**src/hw/rtl/assert_macros.svh**
```systemverilog
// Assertion macros for the RTL files of the ICY metadata demux.
// Each macro expects signals named clk and rst_n in the including scope.
`ifndef ASSERT_MACROS_SVH
`define ASSERT_MACROS_SVH

// Property checked at every rising clock edge outside of reset.
`define ASSERT_CLK(label, prop, msg) \
    label: assert property (@(posedge clk) disable iff (!rst_n) (prop)) \
        else $error(msg);

// Condition that must never hold at a rising clock edge outside of reset.
`define ASSERT_NEVER(label, cond, msg) \
    label: assert property (@(posedge clk) disable iff (!rst_n) !(cond)) \
        else $error(msg);

`endif

```
**src/hw/rtl/icymd_pkg.sv**
```systemverilog
// Package for the ICY metadata demux: byte kinds, title matcher phases,
// start pattern table and the title result type. No dependencies.
`timescale 1ns / 1ps

package icymd_pkg;

    // Kind of byte in a result.
    localparam logic [1:0] KIND_AUDIO  = 2'd0;
    localparam logic [1:0] KIND_LENGTH = 2'd1;
    localparam logic [1:0] KIND_TEXT   = 2'd2;

    // Title matcher phases.
    localparam logic [2:0] PH_SEARCH  = 3'd0;
    localparam logic [2:0] PH_TITLE   = 3'd1;
    localparam logic [2:0] PH_QUOTE   = 3'd2;
    localparam logic [2:0] PH_DONE    = 3'd3;
    localparam logic [2:0] PH_ABANDON = 3'd4;
    localparam logic [2:0] PH_STOP    = 3'd5;

    // Length of the start pattern StreamTitle=' in characters.
    localparam logic [3:0] PATTERN_LEN = 4'd13;

    // Special characters of the title syntax.
    localparam logic [7:0] CHAR_QUOTE = 8'h27;
    localparam logic [7:0] CHAR_SEMI  = 8'h3B;
    localparam logic [7:0] CHAR_NUL   = 8'h00;

    // Title fields produced by the matcher for one text byte.
    typedef struct packed {
        logic [1:0] count;
        logic [7:0] first;
        logic [7:0] second;
        logic       done;
    } title_out_t;

    // Character of the start pattern at a given position.
    function automatic logic [7:0] pattern_char(input logic [3:0] pos);
        logic [7:0] c;
        case (pos)
            4'd0:    c = "S";
            4'd1:    c = "t";
            4'd2:    c = "r";
            4'd3:    c = "e";
            4'd4:    c = "a";
            4'd5:    c = "m";
            4'd6:    c = "T";
            4'd7:    c = "i";
            4'd8:    c = "t";
            4'd9:    c = "l";
            4'd10:   c = "e";
            4'd11:   c = "=";
            4'd12:   c = CHAR_QUOTE;
            default: c = CHAR_NUL;
        endcase
        return c;
    endfunction

endpackage

```
**src/hw/rtl/icymd_ifs.sv**
```systemverilog
// Valid/ready channel interfaces of the ICY metadata demux: stream input,
// result output and configuration write. No dependencies.
`timescale 1ns / 1ps

// Raw stream bytes.
interface icymd_in_if;
    logic       valid;
    logic       ready;
    logic [7:0] stream_byte;

    modport source (output valid, output stream_byte, input ready);
    modport sink   (input valid, input stream_byte, output ready);
endinterface

// One tagged result per stream byte.
interface icymd_out_if;
    logic       valid;
    logic       ready;
    logic [1:0] byte_kind;
    logic [7:0] data_byte;
    logic       meta_last;
    logic [1:0] title_count;
    logic [7:0] title_first;
    logic [7:0] title_second;
    logic       title_done;
    logic       title_dropped;

    modport source (output valid, output byte_kind, output data_byte, output meta_last,
                    output title_count, output title_first, output title_second,
                    output title_done, output title_dropped, input ready);
    modport sink   (input valid, input byte_kind, input data_byte, input meta_last,
                    input title_count, input title_first, input title_second,
                    input title_done, input title_dropped, output ready);
endinterface

// Write channel of the metadata interval register.
interface icymd_cfg_if;
    logic        valid;
    logic        ready;
    logic [15:0] meta_interval;

    modport source (output valid, output meta_interval, input ready);
    modport sink   (input valid, input meta_interval, output ready);
endinterface

```
**src/hw/rtl/icymd_title_match.sv**
```systemverilog
// Title matcher of the ICY metadata demux: next matcher state and title
// fields for one metadata text byte. Depends on icymd_pkg.
`timescale 1ns / 1ps

module icymd_title_match
    import icymd_pkg::*;
(
    input  logic [7:0] text_byte,
    input  logic [2:0] phase,
    input  logic [3:0] match_pos,
    output logic [2:0] phase_next,
    output logic [3:0] match_pos_next,
    output title_out_t title
);

    logic       pattern_hit;
    logic [3:0] pos_inc;

    assign pattern_hit = (match_pos < PATTERN_LEN) && (text_byte == pattern_char(match_pos));
    assign pos_inc     = match_pos + 4'd1;

    // Search for the start pattern, then pass title characters and hold
    // a quote back until the following byte shows whether it closes.
    always_comb
    begin
        phase_next     = phase;
        match_pos_next = match_pos;
        title          = '0;
        case (phase)
            PH_SEARCH:
            begin
                if (text_byte == CHAR_NUL)
                begin
                    phase_next     = PH_STOP;
                    match_pos_next = 4'd0;
                end
                else if (pattern_hit)
                begin
                    if (pos_inc >= PATTERN_LEN)
                    begin
                        match_pos_next = 4'd0;
                        phase_next     = PH_TITLE;
                    end
                    else
                    begin
                        match_pos_next = pos_inc;
                    end
                end
                else
                begin
                    // A mismatching byte may still open a new attempt.
                    match_pos_next = (text_byte == pattern_char(4'd0)) ? 4'd1 : 4'd0;
                end
            end
            PH_TITLE:
            begin
                if (text_byte == CHAR_NUL)
                begin
                    phase_next = PH_ABANDON;
                end
                else if (text_byte == CHAR_QUOTE)
                begin
                    phase_next = PH_QUOTE;
                end
                else
                begin
                    title.count = 2'd1;
                    title.first = text_byte;
                end
            end
            PH_QUOTE:
            begin
                if (text_byte == CHAR_NUL)
                begin
                    phase_next = PH_ABANDON;
                end
                else if (text_byte == CHAR_SEMI)
                begin
                    phase_next = PH_DONE;
                    title.done = 1'b1;
                end
                else if (text_byte == CHAR_QUOTE)
                begin
                    // The held quote is a title character; the new one is held.
                    title.count = 2'd1;
                    title.first = CHAR_QUOTE;
                end
                else
                begin
                    title.count  = 2'd2;
                    title.first  = CHAR_QUOTE;
                    title.second = text_byte;
                    phase_next   = PH_TITLE;
                end
            end
            default:
            begin
                phase_next = phase;
            end
        endcase
    end

endmodule

```
**src/hw/rtl/icy_metadata_stream_demux.sv**
```systemverilog
// Top level of the ICY metadata demux: input register, byte classifier,
// title matcher and result register. Depends on icymd_pkg, icymd_ifs and
// icymd_title_match.
`timescale 1ns / 1ps
`include "assert_macros.svh"

// The block takes one stream byte per cycle and gives one tagged result per
// byte, also one per cycle while results are taken. A byte sits in the input
// register while the counters and the title matcher work on it, and its
// result is then presented by the result register until it is transferred.
// A result that is not taken stalls the input once both registers are full.
// meta_interval audio bytes are followed by a length byte
// and that many 16-byte units of text, which is searched for StreamTitle='.
// An interval of zero passes every byte as audio. Writing the interval also
// reloads the audio byte counter; write it only while no byte is in flight.

module icy_metadata_stream_demux
    import icymd_pkg::*;
(
    input  logic        clk,
    input  logic        rst_n,
    icymd_in_if.sink    stream,
    icymd_out_if.source result,
    icymd_cfg_if.sink   cfg
);

    // Configuration and demux state.
    logic [15:0] meta_interval_reg;
    logic [15:0] audio_count_reg, audio_count_next;
    logic        in_meta_reg, in_meta_next;
    logic [11:0] meta_left_reg, meta_left_next;
    logic [3:0]  match_pos_reg, match_pos_next;
    logic [2:0]  phase_reg, phase_next;

    // Input stage.
    logic        in_valid_reg;
    logic [7:0]  in_byte_reg;

    // Result stage.
    logic        res_valid_reg;
    logic [1:0]  res_kind_reg, res_kind_next;
    logic [7:0]  res_byte_reg;
    logic        res_last_reg, res_last_next;
    title_out_t  res_title_reg, res_title_next;
    logic        res_dropped_reg, res_dropped_next;

    // Matcher outputs and helper values.
    logic [2:0]  mt_phase;
    logic [3:0]  mt_pos;
    title_out_t  mt_title;
    logic [11:0] left_dec;
    logic        advance;
    logic        in_take;

    // Pipeline handshake: a byte moves to the result stage when that
    // stage is empty or its result is being transferred.
    assign advance      = in_valid_reg && (!res_valid_reg || result.ready);
    assign stream.ready = !in_valid_reg || advance;
    assign in_take      = stream.valid && stream.ready;
    assign cfg.ready    = 1'b1;

    icymd_title_match u_match (
        .text_byte      (in_byte_reg),
        .phase          (phase_reg),
        .match_pos      (match_pos_reg),
        .phase_next     (mt_phase),
        .match_pos_next (mt_pos),
        .title          (mt_title)
    );

    assign left_dec = meta_left_reg - 12'd1;

    // Classify the byte and compute the next demux state.
    always_comb
    begin
        audio_count_next = audio_count_reg;
        in_meta_next     = in_meta_reg;
        meta_left_next   = meta_left_reg;
        match_pos_next   = match_pos_reg;
        phase_next       = phase_reg;
        res_kind_next    = KIND_AUDIO;
        res_last_next    = 1'b0;
        res_title_next   = '0;
        res_dropped_next = 1'b0;

        if (meta_interval_reg == 16'd0)
        begin
            in_meta_next   = 1'b0;
            meta_left_next = 12'd0;
            match_pos_next = 4'd0;
            phase_next     = PH_SEARCH;
        end
        else if (in_meta_reg)
        begin
            res_kind_next  = KIND_TEXT;
            res_title_next = mt_title;
            phase_next     = mt_phase;
            match_pos_next = mt_pos;
            meta_left_next = left_dec;
            if (left_dec == 12'd0)
            begin
                // End of the text block: flag an unfinished title.
                res_last_next    = 1'b1;
                res_dropped_next = mt_phase inside {PH_TITLE, PH_QUOTE, PH_ABANDON};
                in_meta_next     = 1'b0;
                audio_count_next = meta_interval_reg;
                match_pos_next   = 4'd0;
                phase_next       = PH_SEARCH;
            end
        end
        else if (audio_count_reg == 16'd0)
        begin
            res_kind_next = KIND_LENGTH;
            if (in_byte_reg == CHAR_NUL)
            begin
                res_last_next    = 1'b1;
                audio_count_next = meta_interval_reg;
            end
            else
            begin
                meta_left_next = {in_byte_reg, 4'b0000};
                in_meta_next   = 1'b1;
                match_pos_next = 4'd0;
                phase_next     = PH_SEARCH;
            end
        end
        else
        begin
            audio_count_next = audio_count_reg - 16'd1;
        end
    end

    // Control and state registers.
    always_ff @(posedge clk or negedge rst_n)
    begin
        if (!rst_n)
        begin
            meta_interval_reg <= 16'd0;
            audio_count_reg   <= 16'd0;
            in_meta_reg       <= 1'b0;
            meta_left_reg     <= 12'd0;
            match_pos_reg     <= 4'd0;
            phase_reg         <= PH_SEARCH;
            in_valid_reg      <= 1'b0;
            res_valid_reg     <= 1'b0;
        end
        else
        begin
            if (advance)
            begin
                in_meta_reg     <= in_meta_next;
                meta_left_reg   <= meta_left_next;
                match_pos_reg   <= match_pos_next;
                phase_reg       <= phase_next;
            end
            // A register write reloads the audio counter.
            if (cfg.valid && cfg.ready)
            begin
                meta_interval_reg <= cfg.meta_interval;
                audio_count_reg   <= cfg.meta_interval;
            end
            else if (advance)
            begin
                audio_count_reg <= audio_count_next;
            end
            if (stream.ready)
            begin
                in_valid_reg <= stream.valid;
            end
            if (advance)
            begin
                res_valid_reg <= 1'b1;
            end
            else if (result.ready)
            begin
                res_valid_reg <= 1'b0;
            end
        end
    end

    // Payload registers.
    always_ff @(posedge clk)
    begin
        if (in_take)
        begin
            in_byte_reg <= stream.stream_byte;
        end
        if (advance)
        begin
            res_kind_reg    <= res_kind_next;
            res_byte_reg    <= in_byte_reg;
            res_last_reg    <= res_last_next;
            res_title_reg   <= res_title_next;
            res_dropped_reg <= res_dropped_next;
        end
    end

    // Result channel.
    assign result.valid         = res_valid_reg;
    assign result.byte_kind     = res_kind_reg;
    assign result.data_byte     = res_byte_reg;
    assign result.meta_last     = res_last_reg;
    assign result.title_count   = res_title_reg.count;
    assign result.title_first   = res_title_reg.first;
    assign result.title_second  = res_title_reg.second;
    assign result.title_done    = res_title_reg.done;
    assign result.title_dropped = res_dropped_reg;

    // Title fields appear only on metadata text bytes.
    `ASSERT_CLK(a_title_only_text,
        result.valid && (result.byte_kind != KIND_TEXT) |->
            (result.title_count == 2'd0) && !result.title_done && !result.title_dropped,
        "title fields set on a non-text byte")
    // A metadata block in progress always has text bytes left.
    `ASSERT_NEVER(a_meta_left_nonzero, in_meta_reg && (meta_left_reg == 12'd0),
        "metadata phase with no text bytes left")
    // The pattern position never runs past the pattern.
    `ASSERT_NEVER(a_match_pos_range, match_pos_reg >= PATTERN_LEN,
        "start pattern position out of range")
    // The closing sequence confirms no title character.
    `ASSERT_CLK(a_done_no_chars,
        result.valid && result.title_done |-> (result.title_count == 2'd0),
        "title done together with title characters")

endmodule

```
**src/flat_wrapper.sv**
```systemverilog
// flat-port wrapper written by rule: the top's interface ports become plain ports
module icy_metadata_stream_demux_flat import icymd_pkg::*;
  (clk, rst_n, stream_valid, stream_stream_byte, stream_ready, result_valid, result_byte_kind, result_data_byte, result_meta_last, result_title_count, result_title_first, result_title_second, result_title_done, result_title_dropped, result_ready, cfg_valid, cfg_meta_interval, cfg_ready);
  icymd_in_if stream_i ();
  icymd_out_if result_i ();
  icymd_cfg_if cfg_i ();
  input  logic clk;
  input  logic rst_n;
  input wire logic [$bits(stream_i.valid)-1:0] stream_valid;
  input wire logic [$bits(stream_i.stream_byte)-1:0] stream_stream_byte;
  output wire logic [$bits(stream_i.ready)-1:0] stream_ready;
  output wire logic [$bits(result_i.valid)-1:0] result_valid;
  output wire logic [$bits(result_i.byte_kind)-1:0] result_byte_kind;
  output wire logic [$bits(result_i.data_byte)-1:0] result_data_byte;
  output wire logic [$bits(result_i.meta_last)-1:0] result_meta_last;
  output wire logic [$bits(result_i.title_count)-1:0] result_title_count;
  output wire logic [$bits(result_i.title_first)-1:0] result_title_first;
  output wire logic [$bits(result_i.title_second)-1:0] result_title_second;
  output wire logic [$bits(result_i.title_done)-1:0] result_title_done;
  output wire logic [$bits(result_i.title_dropped)-1:0] result_title_dropped;
  input wire logic [$bits(result_i.ready)-1:0] result_ready;
  input wire logic [$bits(cfg_i.valid)-1:0] cfg_valid;
  input wire logic [$bits(cfg_i.meta_interval)-1:0] cfg_meta_interval;
  output wire logic [$bits(cfg_i.ready)-1:0] cfg_ready;
  assign stream_i.valid = stream_valid;
  assign stream_i.stream_byte = stream_stream_byte;
  assign stream_ready = stream_i.ready;
  assign result_valid = result_i.valid;
  assign result_byte_kind = result_i.byte_kind;
  assign result_data_byte = result_i.data_byte;
  assign result_meta_last = result_i.meta_last;
  assign result_title_count = result_i.title_count;
  assign result_title_first = result_i.title_first;
  assign result_title_second = result_i.title_second;
  assign result_title_done = result_i.title_done;
  assign result_title_dropped = result_i.title_dropped;
  assign result_i.ready = result_ready;
  assign cfg_i.valid = cfg_valid;
  assign cfg_i.meta_interval = cfg_meta_interval;
  assign cfg_ready = cfg_i.ready;
  icy_metadata_stream_demux u_core (.clk(clk), .rst_n(rst_n), .stream(stream_i), .result(result_i), .cfg(cfg_i));
endmodule
```
**config.mk**
```make
export PLATFORM = sky130hd
export DESIGN_NAME = icy_metadata_stream_demux_flat
export DESIGN_NICKNAME = d
export VERILOG_FILES = /design/src/hw/rtl/icymd_pkg.sv /design/src/hw/rtl/icymd_ifs.sv /design/src/hw/rtl/icymd_title_match.sv /design/src/hw/rtl/icy_metadata_stream_demux.sv /design/src/flat_wrapper.sv
export VERILOG_INCLUDE_DIRS = /design/src /design/src/hw/rtl
export SDC_FILE = /design/constraint.sdc
export NUM_CORES = 1
export LEC_CHECK = 0
export BUFFER_PORTS_ARGS = -buffer_cell sky130_fd_sc_hd__buf_2
export CORE_MARGIN = 2
export CORE_UTILIZATION = 35
export CTS_CLUSTER_DIAMETER = 100
export DETAILED_ROUTE_END_ITERATION = 16
export HOLD_SLACK_MARGIN = 0.03
export PLACE_DENSITY = 0.6
export SLEW_MARGIN = 20
export SYNTH_ARGS = -nofsm -noshare
export SYNTH_HDL_FRONTEND = slang
export SYNTH_HIERARCHICAL = 1
export SYNTH_SLANG_ARGS = --single-unit
```
**constraint.sdc**
```tcl
create_clock -name clk -period 3.1 [get_ports clk]
set_input_delay 0.62 -clock clk [delete_from_list [all_inputs] [get_ports clk]]
set_output_delay 0.62 -clock clk [all_outputs]
set_load 0.02 [all_outputs]
```
* Word-level counts from Yosys, hierarchy flattened *
Memories as Yosys holds them, arrays and structs flattened.
Index checks and enable logic that the tools add are counted.

word-level totals
  register bits = 93
  bits in read-only memories = 112
  bits of input ports = 29
  output and inout bits = 34
  word-level logic and storage cells = 121
  memories kept = 1

memories
  memory           depth  bits a word  read ports  clocked after memory_dff  wr ports  RTL line         source
  (no name shown)  16     7            1           0                         0         icymd_pkg.sv:39  case (pos)

cells by class
  add/subtract/negate cells = 3
  $lt $le $gt $ge = 2
  equal/unequal tests = 14
  mux-type cells = 56
  bitwise gates (word level) = 3
  reduce and logical (&&, ||, !) cells = 24

operators with widths
  cell                                                 number
  two-way mux 16 bit                                   7
  two-way mux 12 bit                                   4
  two-way mux 3 bit                                    13
  two-way mux 4 bit                                    9
  zero test 16 bit                                     2
  two-way mux 10 bit                                   2
  one-hot mux 10 bit (2 select lines)                  1
  two-way mux 19 bit                                   1
  two-way mux 18 bit                                   1
  equality test 8 x 6 -> 1 bit, second input constant  2
  subtractor 16 x 1 -> 16 bit, second input constant   1
  two-way mux 1 bit                                    14
  zero test 12 bit                                     1
  subtractor 12 x 1 -> 12 bit, second input constant   1
  two-way mux 9 bit                                    1
  one-hot mux 3 bit (3 select lines)                   1
  equality test 8 x 7 -> 1 bit, second input constant  1
  equality test 8 bit                                  1
  zero test 8 bit                                      1
  two-way mux 8 bit                                    1
  AND reduction 4 bit                                  2
  equality test 3 x 1 -> 1 bit, second input constant  2
  equality test 3 x 2 -> 1 bit, second input constant  2
  nonzero test 3 bit                                   2
  21 further kinds                                     29

* Depth between registers and ports, before layout *
Gate-level depths: netlist of run 1.

  depth in word-level cells = 9
  depth in mapped cells = 12
  gate-level depth less buffers = 12

* By module *
Netlist of run 1, hierarchy kept.

by module, submodules not included
  module                     instances  cells an instance  area an instance (um^2)  seq. area each (um^2)
  icy_metadata_stream_demux  1          434                4569.4                   2522.4
  icymd_title_match          1          127                807.0                    0.0

* Worst setup path before layout of run 1 *
Ideal clock, no wire load.

  path type = input to register
  start = input port result_ready
  end = register u_core.audio_count_reg[3]
  setup time = 0.125 ns
  arrival = 2.699 ns
  slack = 0.276 ns
  stages = 8
  cells stage by stage = nor2b_1 -> nand2b_1 -> clkinv_1 -> nand2_1 -> a211oi_4 -> nor2_4 -> buf_6 -> mux2_4

on the way
  longest elaborated chain between the ends = 4

ends and longest elaborated chain
  item                           RTL line                          source
  start: declaration             flat_wrapper.sv:21                input wire logic [$bits(result_i.ready)-1:0] result_ready;
  logical OR 1 bit               icy_metadata_stream_demux.sv:57   assign advance = in_valid_reg && (!res_valid_reg || result.ready);
  logical AND 1 bit              icy_metadata_stream_demux.sv:57
  via u_core.advance             icy_metadata_stream_demux.sv:52   logic advance;
  nonzero test 2 bit (no line)   -
  AND reduction 4 bit (no line)  -
  end signal: assignment         icy_metadata_stream_demux.sv:160  audio_count_reg <= cfg.meta_interval;
  end signal: assignment         icy_metadata_stream_demux.sv:164  audio_count_reg <= audio_count_next;
  end: declaration               icy_metadata_stream_demux.sv:29   logic [15:0] audio_count_reg, audio_count_next;

The timed path passes the listed nets, and every way through them passes these cells.
A chain may end at the register's enable or synchronous reset.

* Final worst setup path of run 1 *
  start = register u_core.meta_left_reg[0]
  end = register u_core.audio_count_reg[2]

on the way
  longest elaborated chain between the ends = 4

ends and longest elaborated chain
  item                             RTL line                          source
  start: declaration               icy_metadata_stream_demux.sv:31   logic [11:0] meta_left_reg, meta_left_next;
  start signal: assignment         icy_metadata_stream_demux.sv:152  meta_left_reg <= meta_left_next;
  subtractor 12 x 1 -> 12 bit      icy_metadata_stream_demux.sv:71   assign left_dec = meta_left_reg - 12'd1;
  zero test 12 bit                 icy_metadata_stream_demux.sv:100  if (left_dec == 12'd0)
  inequality test 3 bit (no line)  -
  AND reduction 4 bit (no line)    -

No other way between the ends.

==> flow_summary.toml, run 1 <==
[synth]
yosysWarnings = 6
synth.most_common_cell = "nand2_1"
synth_cell_types = 70
yosys.area.top_type = "dfrtp_1"
netlist_instances = 561
ys_seq_elements = 93
synth_fa_ha_area_share_pct = 2.094
yosysTopAreaCellShare_pct = 25.13
synth-simple-area-share_pct = 22.43
syn_avg_cell_area_sq_um = 9.584
synth_compound_area_share_pct = 15.69
async_reset_ff_share_pct = 58.06
syn_nets = 599
ys_seq_area_share_pct = 46.92
synth_mux_area_share_pct = 4.841
syn_area_sq_um = 5376
synth_top_family_by_area = "simple AND/OR/NAND/NOR gates"
ys_top_cells_by_count = "nand2_1 (64), dfrtp_1 (54), o21ai_0 (54)"
synthFlopType = "dfrtp_1"
synth-edff-count = 39
synth_area_leaders = "dfrtp_1 (25%), edfxtp_1 (22%), o21ai_0 (5.0%)"
synth_xor_xnor_area_share_pct = 3.095

[setup_path]
critical_path.reg2reg.startpoint = "u_core/meta_left_reg[0]"
path_cells = "inv_1 > ha_1 > or4b_1 > or4_1 > nand4_1 > a211oi_4 > nor2_4 > mux2_2"
cp.required_ps = 3340
crit_start = "u_core/meta_left_reg[0]"
crit_type = "reg2reg"
critPathLaunchType = "register"
cp-end-kind = "register"
worstPathArrival_ps = 3150
cp_slowest_cell = "or4b_1"
cp_slowest_stage_delay_ps = 490
cp-endpoint = "u_core/audio_count_reg[2]"
reg2reg_to = "u_core/audio_count_reg[2]"
rr_worst_depth = 8
path_buf_inv = 1
crit_cells = 8
crit_fanout = 16
rrSetupSlack_ps = 190
critPathTopFamily = "simple AND/OR/NAND/NOR gates"

[global_routing]
antenna_found_initial = 0
overflow = 0
grt_pass1_vias = 4314
grt_max_degree = 51
grt_pass1_wl_mm = 21.00
grt_use_total_pct = 16.20

[finish]
drive_gt1_share_pct = 20.95
fin_nets = 663
diodes = 0
area_growth_pct = 16.66
post-route-util_pct = 41.57
final.fill_count = 1484

[route]
wl_met1_mm = 5.442
dr_wl_met3_um = 632
detail-route-antenna-nets = 0
via_per_inst = 5.386
wl_met2_mm = 6.309
firstDrtPassIters = 5
via_count = 4406
drc = 0
first_iter_violations = 267
top_layer_used = "met4"
finalWirelength_mm = 12.71
post_drt_wl_per_cell_um = 15.53

[sta]
rsz0062_at_grt = "false"
slew_violations = 0
maxSlewHeadroom_pct = 60.58
period_needed_ps = 2913
setup_viol = 0
fin_crit_sh_pct = 93.98
max_freq_ghz = 0.3432
postLayoutSetupSlackWorst_ps = 186.6
worstMarginPinSlew_ps = 591.3
fin_tns_setup_ps = 0
finClkSkew_ps = 10.04
hold_violations = 0

[place]
dpl.hpwl_mm = 8.992
gp_congestion = 0.8572
portBuffers = 61
dp_slack_ps = 175.9

[clock_tree]
cts_max_path_buffers = 2
htree_levels = 3
cts-root-buf = "clkbuf_16"
cts_made_buffers = 9
clk_latency_ps = 360
clk_pin_slew_ps = 70
post_cts_buffers = 0
clock-sinks = 93
cts_tree = "yes"

[power_and_ir_drop]
p_leak_uw = 0.002601
vdd_ir_drop_max_uv = 482.5
power.density_nw_per_um2 = 527.4

[die]
core_area_sq_um = 15090
die_w_um = 127.9
die-area_sq_um = 16370
io_pins = 63
initial_utilization_pct = 35.63
row_count = 45
chipHeight_um = 127.9

[run]
drv_cap = 0

[min_path]
hold_class = "in2async"

[outcome]
outcome = "finished clean"
-- worst min path at each step --
stage,to,from
after detailed placement,u_core/result.valid,u_core/in_valid_reg
after floorplan,u_core/audio_count_reg[0],rst_n
after CTS,u_core/meta_interval_reg[13],rst_n
after global routing,u_core/meta_interval_reg[13],rst_n
after global placement,u_core/result.valid,u_core/in_valid_reg
final,u_core/meta_interval_reg[13],rst_n
-- power by group --
group,internal (uW),switching (uW)
Clock,709,484
Sequential,1410,112
Combinational,251,343
Total,2370,939
-- area by class of cell --
type | instances | area, sq um | share of cell area (%)
clock buffers | 9 | 225.2 | 3.591
clock inverters | 7 | 97.59 | 1.556
inverters | 30 | 112.6 | 1.795
multi-input cells | 407 | 2600 | 41.45
flip-flops and latches | 93 | 2524 | 40.24
well taps | 188 | 235.2 | 3.750
repair buffers | 84 | 478.0 | 7.620
-- worst register-to-register path, cell delays in order (launching register included) --
cell      delay, ps
dfrtp_1         450
inv_1            90
ha_1            230
or4b_1          490
or4_1           420
nand4_1         160
a211oi_4         80
nor2_4          470
mux2_2          410
-- kinds of logic after synthesis --
kind of cell,Yosys count
simple gates,222
compound gates,136
flops,93
buf+inv,61
mux,20
xor+xnor,19
fa+ha+maj,9
other cells,1
-- repair_timing --
action,CTS,global route
hold buffers,0,0
endpoints found under the setup margin,0,1
gates resized for setup,0,2
-- layer usage --
metal / GRT usage (%) / vias to the layer above
li1: - / 2149
met1: 19.08 / 2096
met2: 28.18 / 133
met3: 4.382 / 28
met4: 6.206 / 0
met5: 0 / -
-- metrics by stage --
step	cell area [sq um]	power, uW	hold slack [ps]	instances
2_1_floorplan	5376	1935	324.4	561
3_3_place_gp	5948	2119	477.2	802
3_5_place_dp	5948	2142	477.6	802
4_1_cts	6271	3352	125.4	818
5_1_grt	6272	3479	133.2	818
6_report	6272	3308	129.5	818
-- cell usage in the layout, fill, tap and decap left out, types with 3 or more instances in the layout --
cell type	synthesis	routed
a21o_1	5	5
a21oi_1	27	27
a22o_1	4	4
a31oi_1	10	10
and2_1	24	24
and3_1	11	11
buf_2	5	61
buf_4	3	23
clkbuf_16	0	9
dfrtp_1	54	53
edfxtp_1	39	39
ha_1	9	9
inv_1	29	28
mux2_2	10	10
mux2_4	7	7
nand2_1	64	64
nand2b_1	10	10
nand3_1	7	7
nand3b_1	5	5
nand4_1	6	6
nor2_1	31	31
nor2b_1	6	6
nor3_1	15	15
nor4_1	8	8
nor4b_1	3	3
o21a_1	3	3
o21ai_0	54	54
o31ai_1	6	6
or3_1	6	6
or4_1	10	10
xnor2_1	17	17
Note: power is estimated with default switching activity, not from simulation.
==> inputs of run 2 (changes only) <==
- CORE_MARGIN: 2 -> 4
==> run 2 against run 1 <==
Clock power shrank 8%. Clock skew shrank 2.7 ps. Sequential share of layout area is essentially flat. Combinational power is essentially flat. Sequential power is essentially flat. Worst setup slack gained 59 ps.
==> flow_summary.toml, run 2 (synthesis results as in run 1) <==
[global_routing]
grt_pass1_wl_mm = 21.31
grt_pass1_vias = 4286
antenna_found_initial = 0
grt_max_degree = 38
grt_use_total_pct = 14.76
overflow = 0

[finish]
mostFrequentLayoutCell = "nand2_1"
post-route-util_pct = 41.40
drive_gt1_share_pct = 20.73
mostFrequentLayoutCells = "nand2_1 (64), buf_2 (61), o21ai_0 (54), dfrtp_1 (54), edfxtp_1 (39)"
fin_nets = 665
area_growth_pct = 16.62
diodes = 0
fin_area_sq_um = 6270

[setup_path]
path_buf_inv = 2
cp-end-kind = "register"
crit_type = "reg2reg"
critical_path.reg2reg.startpoint = "u_core/meta_left_reg[0]"
rrSetupSlack_ps = 250
cp.required_ps = 3330
crit_cells = 9
crit_fanout = 7
crit_start = "u_core/meta_left_reg[0]"
worstPathArrival_ps = 3090
cp_slowest_stage_delay_ps = 490
rr_worst_depth = 9
critPathLaunchType = "register"
reg2reg_to = "u_core/audio_count_reg[4]"
critPathTopFamily = "simple AND/OR/NAND/NOR gates"
cp-endpoint = "u_core/audio_count_reg[4]"
cp_slowest_cell = "or4b_1"
path_cells = "inv_1 > ha_1 > or4b_1 > o31ai_1 > nand4_1 > a211oi_4 > nor2_4 > buf_4 > mux2_4"

[sta]
setup_viol = 0
worstMarginPinSlew_ps = 657.4
finClkSkew_ps = 7.356
max_freq_ghz = 0.3503
hold_violations = 0
fin_tns_setup_ps = 0
slew_violations = 0
fin_crit_sh_pct = 92.08
maxSlewHeadroom_pct = 56.18
rsz0062_at_grt = "false"
period_needed_ps = 2854

[run]
drv_cap = 0

[place]
portBuffers = 61
placed_area_sq_um = 5976
dpl.hpwl_mm = 9.264
gp_congestion = 0.8708

[clock_tree]
post_cts_buffers = 0
htree_levels = 3
cts_max_path_buffers = 2
cts_made_buffers = 9
cts_resized = 0
ctsHoldBuffers = 0
clk_latency_ps = 350
cts-root-buf = "clkbuf_16"
clk_pin_slew_ps = 70
clock-sinks = 93
cts_tree = "yes"

[route]
detail-route-antenna-nets = 0
firstDrtPassIters = 4
via_count = 4412
drc = 0
via_per_inst = 5.380
post_drt_wl_per_cell_um = 15.75
first_iter_violations = 273
finalWirelength_mm = 12.91

[die]
die_w_um = 131.9
core_area_sq_um = 15150
row_count = 45
die-area_sq_um = 17410
initial_utilization_pct = 35.50
chipHeight_um = 131.9
io_pins = 63

[power_and_ir_drop]
p_leak_uw = 0.002607
power.density_nw_per_um2 = 513.9
vdd_ir_drop_max_uv = 364.0

[min_path]
hold_class = "in2async"

[outcome]
outcome = "finished clean"
==> run 2: power breakdown <==
part	leakage, uW	internal, uW	total (uW)	switching [uW]
combinational	0.00146	254	595	341
sequential	0.00101	1410	1520	113
clock	0.000142	625	1100	479
==> run 2: worst min path at each step <==
stage / start / endpoint / slack (ps) / depth (start not counted)
after detailed placement: u_core/in_valid_reg / u_core/result.valid / 500 / 1
final: rst_n / u_core/meta_interval_reg[13] / 300 / 1
after global routing: rst_n / u_core/meta_interval_reg[13] / 340 / 1
after CTS: rst_n / u_core/meta_interval_reg[13] / 320 / 1
after floorplan: rst_n / u_core/audio_count_reg[0] / 320 / 0
after global placement: u_core/in_valid_reg / u_core/result.valid / 480 / 1
==> run 2: through the flow <==
step / total power [uW] / std cells / hold slack, ps / setup slack, ps
2_1_floorplan: 1935 / 561 / 324.4 / 276.2
3_3_place_gp: 2127 / 804 / 477.0 / 333.1
3_5_place_dp: 2142 / 804 / 503.5 / 266.9
4_1_cts: 3263 / 820 / 316.7 / 252.2
5_1_grt: 3393 / 820 / 342.5 / 59.48
6_report: 3222 / 820 / 296.0 / 245.6
==> run 2: area by class of cell <==
cell class | count | area, sq um
timing repair buffer | 86 | 505.5
multi-input combinational | 407 | 2600
sequential | 93 | 2522
fill | 1466 | 8876
inverter | 30 | 112.6
clock inverter | 6 | 65.06
clock buffer | 10 | 229.0
tap | 188 | 235.2
==> run 2: metal layers <==
layer,vias to the layer above,global-route usage (%),wire length (um)
li1,2146,-,-
met5,-,0,0
met2,128,24.97,6401
met1,2116,18.53,5671
met3,22,3.359,598
met4,0,5.309,240
